--- src/lwpc_pkg.sv ---
// Shared widths, codes and helpers for the latency window PTS compensator.
`default_nettype none
package lwpc_pkg;

  localparam int DEF_WINDOW = 32;

  localparam int LAT_W     = 24;
  localparam int TS_W      = 48;
  localparam int QUEUE_W   = 16;
  localparam int FUNC_W    = 3;
  localparam int REASON_W  = 2;
  localparam int COUNT_W   = 11;
  localparam int CTR_W     = 32;
  localparam int THR_W     = 24;
  localparam int CFG_IDX_W = 1;
  localparam int CFG_DAT_W = 24;

  // Operation codes carried in the func field.
  localparam logic [FUNC_W-1:0] FUNC_SAMPLE     = 3'd0;
  localparam logic [FUNC_W-1:0] FUNC_COMP_COUNT = 3'd1;
  localparam logic [FUNC_W-1:0] FUNC_COMP_VALUE = 3'd2;
  localparam logic [FUNC_W-1:0] FUNC_DRIFT      = 3'd3;
  localparam logic [FUNC_W-1:0] FUNC_AGGRESSIVE = 3'd4;
  localparam logic [FUNC_W-1:0] FUNC_CLEAR      = 3'd5;

  // Drop reason codes.
  localparam logic [REASON_W-1:0] REASON_NONE  = 2'd0;
  localparam logic [REASON_W-1:0] REASON_DRIFT = 2'd1;
  localparam logic [REASON_W-1:0] REASON_QUEUE = 2'd2;

  // Configuration register indexes.
  localparam logic [CFG_IDX_W-1:0] REG_DROP_THRESHOLD = 1'd0;
  localparam logic [CFG_IDX_W-1:0] REG_CLOCK_PRESENT  = 1'd1;

  localparam logic [THR_W-1:0] THRESHOLD_RESET = 24'd100000;

  typedef logic [CTR_W-1:0] ctr_t;

  // Saturating increment of an event counter.
  function automatic ctr_t sat_inc(input ctr_t c);
    return (c == '1) ? c : c + ctr_t'(1);
  endfunction

endpackage
`default_nettype wire

--- src/lwpc_if.sv ---
// Request and result channel interfaces of the compensator.
`default_nettype none
interface lwpc_in_if;
  import lwpc_pkg::*;
  logic                      valid;
  logic                      ready;
  logic [FUNC_W-1:0]         func;
  logic [LAT_W-1:0]          latency_us;
  logic signed [TS_W-1:0]    pts_us;
  logic signed [TS_W-1:0]    master_clock_us;
  logic [QUEUE_W-1:0]        queue_depth;
  logic [QUEUE_W-1:0]        queue_capacity;

  modport source (output valid, func, latency_us, pts_us, master_clock_us,
                  queue_depth, queue_capacity, input ready);
  modport sink (input valid, func, latency_us, pts_us, master_clock_us,
                queue_depth, queue_capacity, output ready);
endinterface

interface lwpc_out_if;
  import lwpc_pkg::*;
  logic                      valid;
  logic                      ready;
  logic signed [TS_W-1:0]    result_pts_us;
  logic                      drop;
  logic [REASON_W-1:0]       drop_reason;
  logic [LAT_W-1:0]          average_latency_us;
  logic [COUNT_W-1:0]        sample_count;
  logic [CTR_W-1:0]          dropped_total;
  logic [CTR_W-1:0]          compensated_total;
  logic [CTR_W-1:0]          aggressive_total;

  modport source (output valid, result_pts_us, drop, drop_reason, average_latency_us,
                  sample_count, dropped_total, compensated_total, aggressive_total,
                  input ready);
  modport sink (input valid, result_pts_us, drop, drop_reason, average_latency_us,
                sample_count, dropped_total, compensated_total, aggressive_total,
                output ready);
endinterface
`default_nettype wire

--- src/latency_window_pts_compensator_core.sv ---
// Top level of the latency window PTS compensator.
//
// Requests enter on in_ch (valid/ready); each one yields exactly one result
// on out_ch, in request order. A request is taken when valid and ready are
// both high at a rising edge of clk. The configuration port (cfg_we, cfg_idx,
// cfg_data) writes the drift threshold (index 0) or the clock-present flag
// (index 1) in the cycle cfg_we is high; it is meant to be used while idle.
//
// The block works on one request at a time. A request is latched at
// acceptance, evaluated in the update state and passed to the output
// register from the final state. A latency sample also passes through the
// divide state between those two, where the new window average is computed
// by a restoring divider that produces one quotient bit per cycle over the
// SUM_W-bit running sum.
//
// A result sits in an output register, so the next request is accepted while
// a finished result still waits. If the receiver stalls and a second result
// is ready, that result waits in the final state and in_ch.ready stays low.
// Synchronous reset (rst_n low) empties the window, zeroes the counters and
// the average, restores the configuration defaults and drops any result.
`default_nettype none
module latency_window_pts_compensator_core #(
  parameter int WINDOW = lwpc_pkg::DEF_WINDOW
) (
  input  wire logic                           clk,
  input  wire logic                           rst_n,
  input  wire logic                           cfg_we,
  input  wire logic [lwpc_pkg::CFG_IDX_W-1:0] cfg_idx,
  input  wire logic [lwpc_pkg::CFG_DAT_W-1:0] cfg_data,
  lwpc_in_if.sink                             in_ch,
  lwpc_out_if.source                          out_ch
);
  import lwpc_pkg::*;

  localparam int SLOT_W = $clog2(WINDOW);
  localparam int CNT_W  = $clog2(WINDOW + 1);
  localparam int SUM_W  = LAT_W + CNT_W;

  // Sequencer states.
  localparam logic [1:0] ST_IDLE = 2'd0;
  localparam logic [1:0] ST_UPD  = 2'd1;
  localparam logic [1:0] ST_DIV  = 2'd2;
  localparam logic [1:0] ST_DONE = 2'd3;

  localparam logic signed [TS_W:0] MIN48_X = {1'b1, 1'b1, {(TS_W-1){1'b0}}};

  logic [1:0]            state_r;

  // Configuration registers.
  logic [THR_W-1:0]      thr_r;
  logic                  clk_present_r;

  // Window state.
  logic [SLOT_W-1:0]     slot_r;
  logic [CNT_W-1:0]      fill_r;
  logic [SUM_W-1:0]      sum_r;
  logic [LAT_W-1:0]      avg_r;
  ctr_t                  drift_ctr_r;
  ctr_t                  comp_ctr_r;
  ctr_t                  queue_ctr_r;

  // Sample ring memory with a registered read port.
  logic [LAT_W-1:0]      ring_mem [WINDOW];
  logic [LAT_W-1:0]      rd_data_r;

  // Latched request.
  logic [FUNC_W-1:0]     func_r;
  logic [LAT_W-1:0]      lat_r;
  logic signed [TS_W-1:0] pts_r;
  logic signed [TS_W-1:0] master_r;
  logic [QUEUE_W-1:0]    depth_r;
  logic [QUEUE_W-1:0]    cap_r;

  // Per-request result before it moves to the output register.
  logic signed [TS_W-1:0] res_pts_r;
  logic                  res_drop_r;
  logic [REASON_W-1:0]   res_reason_r;
  logic signed [TS_W-1:0] res_pts_nxt;
  logic [REASON_W-1:0]   res_reason_nxt;

  // Output register.
  logic                  out_valid_r;
  logic signed [TS_W-1:0] out_pts_r;
  logic                  out_drop_r;
  logic [REASON_W-1:0]   out_reason_r;
  logic [LAT_W-1:0]      out_avg_r;
  logic [COUNT_W-1:0]    out_count_r;
  ctr_t                  out_drift_r;
  ctr_t                  out_comp_r;
  ctr_t                  out_queue_r;

  logic                  in_fire;
  logic                  out_fire;
  logic                  out_load;
  logic                  full;
  logic                  do_sample;
  logic signed [TS_W:0]  comp_diff;
  logic signed [TS_W-1:0] comp_pts;
  logic signed [TS_W:0]  drift;
  logic                  drift_hit;
  logic                  queue_hit;
  logic [SLOT_W-1:0]     slot_inc;
  logic                  div_go_r;
  logic                  div_start;
  logic                  div_done;
  logic [SUM_W-1:0]      div_quo;

  assign in_fire   = in_ch.valid && in_ch.ready;
  assign out_fire  = out_valid_r && out_ch.ready;
  assign out_load  = (state_r == ST_DONE) && (!out_valid_r || out_ch.ready);
  assign full      = fill_r == CNT_W'(WINDOW);
  assign do_sample = (state_r == ST_UPD) && (func_r == FUNC_SAMPLE);
  assign slot_inc  = (slot_r == SLOT_W'(WINDOW - 1)) ? '0 : slot_r + SLOT_W'(1);

  // The divider start is registered from the window update, so that it takes
  // the new running sum and fill count.
  always_ff @(posedge clk) begin
    if (!rst_n) begin
      div_go_r <= 1'b0;
    end else begin
      div_go_r <= do_sample;
    end
  end

  assign div_start = div_go_r;

  // Compensation: the subtraction can only run past the negative end, so a
  // sign overflow in the 49-bit difference means clamp to the minimum.
  assign comp_diff = {pts_r[TS_W-1], pts_r} - $signed({{(TS_W+1-LAT_W){1'b0}}, avg_r});
  assign comp_pts  = (comp_diff < MIN48_X) ? MIN48_X[TS_W-1:0] : comp_diff[TS_W-1:0];

  // Drift is exact in 49 bits and compared strictly against the threshold.
  assign drift     = {master_r[TS_W-1], master_r} - {pts_r[TS_W-1], pts_r};
  assign drift_hit = clk_present_r &&
                     (drift > $signed({{(TS_W+1-THR_W){1'b0}}, thr_r}));
  assign queue_hit = (cap_r != '0) && (depth_r >= cap_r);

  // Result fields of the latched request. The queue-full drop wins over the
  // drift drop in an aggressive check.
  assign res_pts_nxt = ((func_r == FUNC_COMP_COUNT) || (func_r == FUNC_COMP_VALUE)) ?
                       comp_pts : pts_r;

  always_comb begin
    priority if ((func_r == FUNC_AGGRESSIVE) && queue_hit) begin
      res_reason_nxt = REASON_QUEUE;
    end else if (((func_r == FUNC_DRIFT) || (func_r == FUNC_AGGRESSIVE)) && drift_hit) begin
      res_reason_nxt = REASON_DRIFT;
    end else begin
      res_reason_nxt = REASON_NONE;
    end
  end

  assign in_ch.ready = (state_r == ST_IDLE);

  // Configuration writes.
  always_ff @(posedge clk) begin
    if (!rst_n) begin
      thr_r         <= THRESHOLD_RESET;
      clk_present_r <= 1'b0;
    end else if (cfg_we) begin
      unique case (cfg_idx)
        REG_DROP_THRESHOLD: thr_r         <= cfg_data[THR_W-1:0];
        REG_CLOCK_PRESENT:  clk_present_r <= cfg_data[0];
      endcase
    end
  end

  // The ring is read every cycle at the current slot; the value read at the
  // accept edge is the oldest sample when the window is full.
  always_ff @(posedge clk) begin
    rd_data_r <= ring_mem[slot_r];
    if (do_sample) begin
      ring_mem[slot_r] <= lat_r;
    end
  end

  always_ff @(posedge clk) begin
    if (in_fire) begin
      func_r   <= in_ch.func;
      lat_r    <= in_ch.latency_us;
      pts_r    <= in_ch.pts_us;
      master_r <= in_ch.master_clock_us;
      depth_r  <= in_ch.queue_depth;
      cap_r    <= in_ch.queue_capacity;
    end
  end

  // Sequencer and window state.
  always_ff @(posedge clk) begin
    if (!rst_n) begin
      state_r     <= ST_IDLE;
      slot_r      <= '0;
      fill_r      <= '0;
      sum_r       <= '0;
      avg_r       <= '0;
      drift_ctr_r <= '0;
      comp_ctr_r  <= '0;
      queue_ctr_r <= '0;
    end else begin
      unique case (state_r)
        ST_IDLE: begin
          if (in_fire) begin
            state_r <= ST_UPD;
          end
        end
        ST_UPD: begin
          res_pts_r    <= res_pts_nxt;
          res_drop_r   <= (res_reason_nxt != REASON_NONE);
          res_reason_r <= res_reason_nxt;
          state_r      <= (func_r == FUNC_SAMPLE) ? ST_DIV : ST_DONE;
          unique case (func_r)
            FUNC_SAMPLE: begin
              if (full) begin
                sum_r <= sum_r - SUM_W'(rd_data_r) + SUM_W'(lat_r);
              end else begin
                sum_r  <= sum_r + SUM_W'(lat_r);
                fill_r <= fill_r + CNT_W'(1);
              end
              slot_r <= slot_inc;
            end
            FUNC_COMP_COUNT: begin
              comp_ctr_r <= sat_inc(comp_ctr_r);
            end
            FUNC_COMP_VALUE: begin
              // A plain compensation moves no counter.
            end
            FUNC_DRIFT: begin
              if (drift_hit) begin
                drift_ctr_r <= sat_inc(drift_ctr_r);
              end
            end
            FUNC_AGGRESSIVE: begin
              priority if (queue_hit) begin
                queue_ctr_r <= sat_inc(queue_ctr_r);
              end else if (drift_hit) begin
                drift_ctr_r <= sat_inc(drift_ctr_r);
              end else begin
                // Neither check fires, so the counters hold.
              end
            end
            FUNC_CLEAR: begin
              slot_r      <= '0;
              fill_r      <= '0;
              sum_r       <= '0;
              avg_r       <= '0;
              drift_ctr_r <= '0;
              comp_ctr_r  <= '0;
              queue_ctr_r <= '0;
            end
            default: begin
              // Unused codes leave every piece of state alone.
            end
          endcase
        end
        ST_DIV: begin
          // The window holds at least one sample here, so the divisor is
          // never zero and the quotient never exceeds the largest sample.
          if (div_done) begin
            avg_r   <= div_quo[LAT_W-1:0];
            state_r <= ST_DONE;
          end
        end
        ST_DONE: begin
          if (out_load) begin
            state_r <= ST_IDLE;
          end
        end
      endcase
    end
  end

  lwpc_div #(
    .NUM_W (SUM_W),
    .DEN_W (CNT_W)
  ) u_lwpc_div (
    .clk   (clk),
    .rst_n (rst_n),
    .start (div_start),
    .num   (sum_r),
    .den   (fill_r),
    .done  (div_done),
    .quo   (div_quo)
  );

  // Output register.
  always_ff @(posedge clk) begin
    if (!rst_n) begin
      out_valid_r <= 1'b0;
    end else if (out_load) begin
      out_valid_r <= 1'b1;
    end else if (out_fire) begin
      out_valid_r <= 1'b0;
    end
  end

  always_ff @(posedge clk) begin
    if (out_load) begin
      out_pts_r    <= res_pts_r;
      out_drop_r   <= res_drop_r;
      out_reason_r <= res_reason_r;
      out_avg_r    <= avg_r;
      out_count_r  <= COUNT_W'(fill_r);
      out_drift_r  <= drift_ctr_r;
      out_comp_r   <= comp_ctr_r;
      out_queue_r  <= queue_ctr_r;
    end
  end

  assign out_ch.valid              = out_valid_r;
  assign out_ch.result_pts_us      = out_pts_r;
  assign out_ch.drop               = out_drop_r;
  assign out_ch.drop_reason        = out_reason_r;
  assign out_ch.average_latency_us = out_avg_r;
  assign out_ch.sample_count       = out_count_r;
  assign out_ch.dropped_total      = out_drift_r;
  assign out_ch.compensated_total  = out_comp_r;
  assign out_ch.aggressive_total   = out_queue_r;

endmodule
`default_nettype wire

--- src/lwpc_div.sv ---
// Restoring unsigned divider, one quotient bit per cycle.
`default_nettype none
module lwpc_div #(
  parameter int NUM_W = 30,
  parameter int DEN_W = 6
) (
  input  wire logic             clk,
  input  wire logic             rst_n,
  input  wire logic             start,
  input  wire logic [NUM_W-1:0] num,
  input  wire logic [DEN_W-1:0] den,
  output logic                  done,
  output logic [NUM_W-1:0]      quo
);
  localparam int STEP_W = $clog2(NUM_W + 1);

  logic [NUM_W-1:0]  quo_r;
  logic [DEN_W-1:0]  rem_r;
  logic [DEN_W-1:0]  den_r;
  logic [STEP_W-1:0] step_r;
  logic              busy_r;
  logic              done_r;

  logic [DEN_W:0]    trial;
  logic              fits;
  logic [DEN_W:0]    trial_sub;

  assign trial     = {rem_r, quo_r[NUM_W-1]};
  assign fits      = trial >= {1'b0, den_r};
  assign trial_sub = trial - {1'b0, den_r};

  always_ff @(posedge clk) begin
    if (!rst_n) begin
      busy_r <= 1'b0;
      done_r <= 1'b0;
      step_r <= '0;
    end else begin
      done_r <= 1'b0;
      if (start) begin
        busy_r <= 1'b1;
        step_r <= STEP_W'(NUM_W);
      end else if (busy_r) begin
        step_r <= step_r - STEP_W'(1);
        if (step_r == STEP_W'(1)) begin
          busy_r <= 1'b0;
          done_r <= 1'b1;
        end
      end
    end
  end

  always_ff @(posedge clk) begin
    if (start) begin
      quo_r <= num;
      rem_r <= '0;
      den_r <= den;
    end else if (busy_r) begin
      quo_r <= {quo_r[NUM_W-2:0], fits};
      rem_r <= fits ? trial_sub[DEN_W-1:0] : trial[DEN_W-1:0];
    end
  end

  assign done = done_r;
  assign quo  = quo_r;

endmodule
`default_nettype wire

--- src/flat_wrapper.sv ---
// flat-port wrapper written by rule: the top's interface ports become plain ports
module latency_window_pts_compensator_core_flat import lwpc_pkg::*;
#(
  parameter int WINDOW = lwpc_pkg::DEF_WINDOW
)
  (clk, rst_n, cfg_we, cfg_idx, cfg_data, in_ch_valid, in_ch_func, in_ch_latency_us, in_ch_pts_us, in_ch_master_clock_us, in_ch_queue_depth, in_ch_queue_capacity, in_ch_ready, out_ch_valid, out_ch_result_pts_us, out_ch_drop, out_ch_drop_reason, out_ch_average_latency_us, out_ch_sample_count, out_ch_dropped_total, out_ch_compensated_total, out_ch_aggressive_total, out_ch_ready);
  lwpc_in_if in_ch_i ();
  lwpc_out_if out_ch_i ();
  input  wire logic clk;
  input  wire logic rst_n;
  input  wire logic cfg_we;
  input  wire logic [lwpc_pkg::CFG_IDX_W-1:0] cfg_idx;
  input  wire logic [lwpc_pkg::CFG_DAT_W-1:0] cfg_data;
  input wire logic [$bits(in_ch_i.valid)-1:0] in_ch_valid;
  input wire logic [$bits(in_ch_i.func)-1:0] in_ch_func;
  input wire logic [$bits(in_ch_i.latency_us)-1:0] in_ch_latency_us;
  input wire logic [$bits(in_ch_i.pts_us)-1:0] in_ch_pts_us;
  input wire logic [$bits(in_ch_i.master_clock_us)-1:0] in_ch_master_clock_us;
  input wire logic [$bits(in_ch_i.queue_depth)-1:0] in_ch_queue_depth;
  input wire logic [$bits(in_ch_i.queue_capacity)-1:0] in_ch_queue_capacity;
  output wire logic [$bits(in_ch_i.ready)-1:0] in_ch_ready;
  output wire logic [$bits(out_ch_i.valid)-1:0] out_ch_valid;
  output wire logic [$bits(out_ch_i.result_pts_us)-1:0] out_ch_result_pts_us;
  output wire logic [$bits(out_ch_i.drop)-1:0] out_ch_drop;
  output wire logic [$bits(out_ch_i.drop_reason)-1:0] out_ch_drop_reason;
  output wire logic [$bits(out_ch_i.average_latency_us)-1:0] out_ch_average_latency_us;
  output wire logic [$bits(out_ch_i.sample_count)-1:0] out_ch_sample_count;
  output wire logic [$bits(out_ch_i.dropped_total)-1:0] out_ch_dropped_total;
  output wire logic [$bits(out_ch_i.compensated_total)-1:0] out_ch_compensated_total;
  output wire logic [$bits(out_ch_i.aggressive_total)-1:0] out_ch_aggressive_total;
  input wire logic [$bits(out_ch_i.ready)-1:0] out_ch_ready;
  assign in_ch_i.valid = in_ch_valid;
  assign in_ch_i.func = in_ch_func;
  assign in_ch_i.latency_us = in_ch_latency_us;
  assign in_ch_i.pts_us = in_ch_pts_us;
  assign in_ch_i.master_clock_us = in_ch_master_clock_us;
  assign in_ch_i.queue_depth = in_ch_queue_depth;
  assign in_ch_i.queue_capacity = in_ch_queue_capacity;
  assign in_ch_ready = in_ch_i.ready;
  assign out_ch_valid = out_ch_i.valid;
  assign out_ch_result_pts_us = out_ch_i.result_pts_us;
  assign out_ch_drop = out_ch_i.drop;
  assign out_ch_drop_reason = out_ch_i.drop_reason;
  assign out_ch_average_latency_us = out_ch_i.average_latency_us;
  assign out_ch_sample_count = out_ch_i.sample_count;
  assign out_ch_dropped_total = out_ch_i.dropped_total;
  assign out_ch_compensated_total = out_ch_i.compensated_total;
  assign out_ch_aggressive_total = out_ch_i.aggressive_total;
  assign out_ch_i.ready = out_ch_ready;
  latency_window_pts_compensator_core #(.WINDOW(WINDOW)) u_core (.clk(clk), .rst_n(rst_n), .cfg_we(cfg_we), .cfg_idx(cfg_idx), .cfg_data(cfg_data), .in_ch(in_ch_i), .out_ch(out_ch_i));
endmodule
--- config.mk ---
export PLATFORM = sky130hd
export DESIGN_NAME = latency_window_pts_compensator_core_flat
export DESIGN_NICKNAME = d
export VERILOG_FILES = /design/src/lwpc_pkg.sv /design/src/lwpc_if.sv /design/src/latency_window_pts_compensator_core.sv /design/src/lwpc_div.sv /design/src/flat_wrapper.sv
export SDC_FILE = /design/constraint.sdc
export NUM_CORES = 2
export LEC_CHECK = 0
export BUFFER_PORTS_ARGS = -buffer_cell sky130_fd_sc_hd__buf_4
export CAP_MARGIN = 20
export CORE_UTILIZATION = 45
export CTS_CLUSTER_SIZE = 24
export DETAILED_ROUTE_END_ITERATION = 10
export PLACE_DENSITY = 0.72
export SYNTH_ARGS = -nofsm -noshare
export SYNTH_HDL_FRONTEND = slang
export SYNTH_HIERARCHICAL = 1
export SYNTH_SLANG_ARGS = --single-unit
export TNS_END_PERCENT = 50
--- constraint.sdc ---
create_clock -name clk -period 23.3 [get_ports clk]
set_input_delay 4.66 -clock clk [delete_from_list [all_inputs] [get_ports clk]]
set_output_delay 4.66 -clock clk [all_outputs]
set_load 0.05 [all_outputs]
==> impl_metrics.toml <==
[worst_setup_path]
regToRegSetupSlack_ps = 17030
endpoint_kind = "register"
crit_fanout = 77
start_kind = "input pin"
worstSetupPathType = "in2reg"
worst_ep_arrival_time_ps = 6950
rr_worst_depth = 23
worstReg2RegEnd = "u_core/drift_ctr_r[22]"
crit_required_ps = 23650
r2r-start = "u_core/pts_r[0]"

[power]
p_int_uw = 4809
finalPower_uw = 6865
powerDensity_nw_per_um2 = 96.45
ir_drop_mv = 0.05951
power.share.clock_pct = 32.9
swShare_pct = 29.95
seq_power_share_pct = 44.6
power_switching_uw = 2056
leakage_uw = 0.02492
p_comb_share_pct = 22.4

[sta]
setup-tns-final_ps = 0
tightest_slew_ps = 1170
setup_viol = 0
fmax_mhz = 151.7
hold_viol_final = 0
finalHoldWorstSlack_ps = 415.6
slew_viol_final = 0
rsz0062_at_grt = "false"
min_period_over_period_pct = 28.30
fin_skew_ps = 64.20
relSlewSlack_pct = 21.82
layout_min_cycle_time_ps = 6594

[detailed_routing]
vias = 37780
drt_first_pass_iters = 5
dr.first_iter.drc_count = 4183
drt_wl_total_um = 156900
ant_nets = 0
via_per_inst = 5.745
drc = 0
wire_per_inst_um = 23.86

[layout]
final_common_cell = "edfxtp_1"
fin_cells = 6576
post-route-util_pct = 52.61
mostFrequentLayoutCells = "edfxtp_1, buf_4, nand2_1"
drive_above_1_share_pct = 19.94
nets = 5075
syn2layout_area_growth_pct = 16.00

[synthesis]
syn_inst = 4256
synth_area_sq_um = 61360
yosys.cell_types.count = 94
synth_area_per_cell_sq_um = 14.42
ys_seq_elements = 1414
synth_edf_count = 1187
ys_seq_area_share_pct = 65.50
yosys_warnings = 6
synthArstFlopShare_pct = 0
yosys_most_used_dff = "edfxtp_1"

[floorplan]
design.core.area_sq_um = 135300
die_area_sq_um = 137800
die_w_um = 371.3
io_pins = 369
num_rows = 135
fp.dieH_um = 371.3
start_util_pct = 45.35

[min_path]
hp-class = "reg2reg"
min_to = "u_core/out_ch.result_pts_us[13]"
hold_start = "u_core/res_pts_r[13]"
holdPathStages = 0

[clock_network]
ctsResizeCount = 0
post-cts-setup-buffers = 0
h-tree-depth = 4
clock_latency_ps = 800
holdBufCountCts = 0
cts_root_buf = "clkbuf_16"
numCtsBuffers = 141
clkSlewWorstSetupHoldPaths_ps = 60
cts_tree = "built"
cts.sinks = 1414
clockBufferDepth = 3

[place]
dpl.hpwl_um = 103200
io_buffers = 363
gp_congestion = 0.9447
dpl.cell_count = 6301

[global_routing]
antenna_found_initial = 20
grt_pass1_vias = 36420
grt-ovfl-total = 0
grt_max_degree = 149
grt_pass1_wl_um = 229100
grt_usage_pct = 22.44

[run_status]
status = "completed"

[job]
cap_violations = 0
[Yosys cell counts, types with 93 or more instances]
cell type  count  area share [%]
nand3_1       93            0.76
clkbuf_1     121            0.74
nand2_1      285             1.7
mux4_2       192             7.0
a21oi_1      188             1.5
dfxtp_1      227             7.4
edfxtp_1    1187              58
ha_1         193             3.9
a22oi_1      117             1.4
nor2_1       222             1.4
xnor2_1      102             1.5
inv_1        279             1.7
[per-stage QoR]
stage | cell area (sq um) | setup slack [ps]
floorplan | 61370 | 10010
global placement | 66330 | 16020
detailed placement | 66360 | 15980
CTS | 71000 | 16770
global route | 71170 | 16570
finish | 71170 | 16710
[flip-flops by register name, indices dropped and copies added (netlist names), 30 cells and up]
signal                           cells
u_core/out_ch.dropped_total         32
u_core/res_pts_r                    48
u_core/queue_ctr_r                  32
u_core/out_ch.result_pts_us         48
u_core/sum_r                        30
u_core/out_ch.compensated_total     32
u_core/comp_ctr_r                   32
u_core/u_lwpc_div/quo               30
u_core/master_r                     48
u_core/ring_mem                    768
u_core/drift_ctr_r                  32
u_core/out_ch.aggressive_total      32
u_core/pts_r                        48
[worst max-delay path by stage]
| stage | cells past startpoint | to | start |
|---|---|---|---|
| floorplan | 2 | u_core/out_ch.aggressive_total[0] | out_ch_ready |
| global placement | 5 | u_core/drift_ctr_r[20] | rst_n |
| detailed placement | 4 | u_core/depth_r[9] | in_ch_valid |
| CTS | 3 | in_ch_ready | u_core/state_r[0] |
| global route | 23 | u_core/drift_ctr_r[18] | u_core/pts_r[0] |
| finish | 4 | u_core/depth_r[8] | in_ch_valid |
[logic make-up after synthesis]
logic type / after synthesis / share of synthesized area (%)
AOI/OAI and AO/OA: 753 / 8.308
adders and majority gates: 221 / 4.849
buffers and inverters: 456 / 2.932
xor gates and xnor gates: 181 / 2.584
and+or+nand+nor: 983 / 7.796
DFF: 1414 / 65.50
muxes: 247 / 8.023
other: 1 / 0.006112
[area by class of cell]
cell class,count,area (sq um)
sequential,1414,40200
clock buffer,195,3894
clock inverter,63,745.7
inverter,279,1047
fill,10980,64120
antenna,11,27.53
timing repair buffer,443,3471
multi-input combinational,2390,19560
tap,1781,2228
[critical path: stages]
cell and delay [ps]:
buf_4 90, and2_4 590, buf_4 640, buf_4 840
[power by group through the flow]
stage	combinational, uW	clock [uW]	sequential [uW]
final	1540	2260	3060
after global routing	1680	2390	3080
after CTS	1510	2300	3070
after detailed placement	1500	0	3120
after global placement	1480	0	3120
after floorplan	970	0	3210
[per-layer routing]
layer	vias to the layer above	wire length, um	track usage, %
li1	17010	-	-
met1	18840	64530	30.54
met2	1638	73140	35.20
met3	283	13310	4.512
met4	12	5849	9.291
met5	-	81	0
No activity file was read; power rests on OpenSTA's default activity.
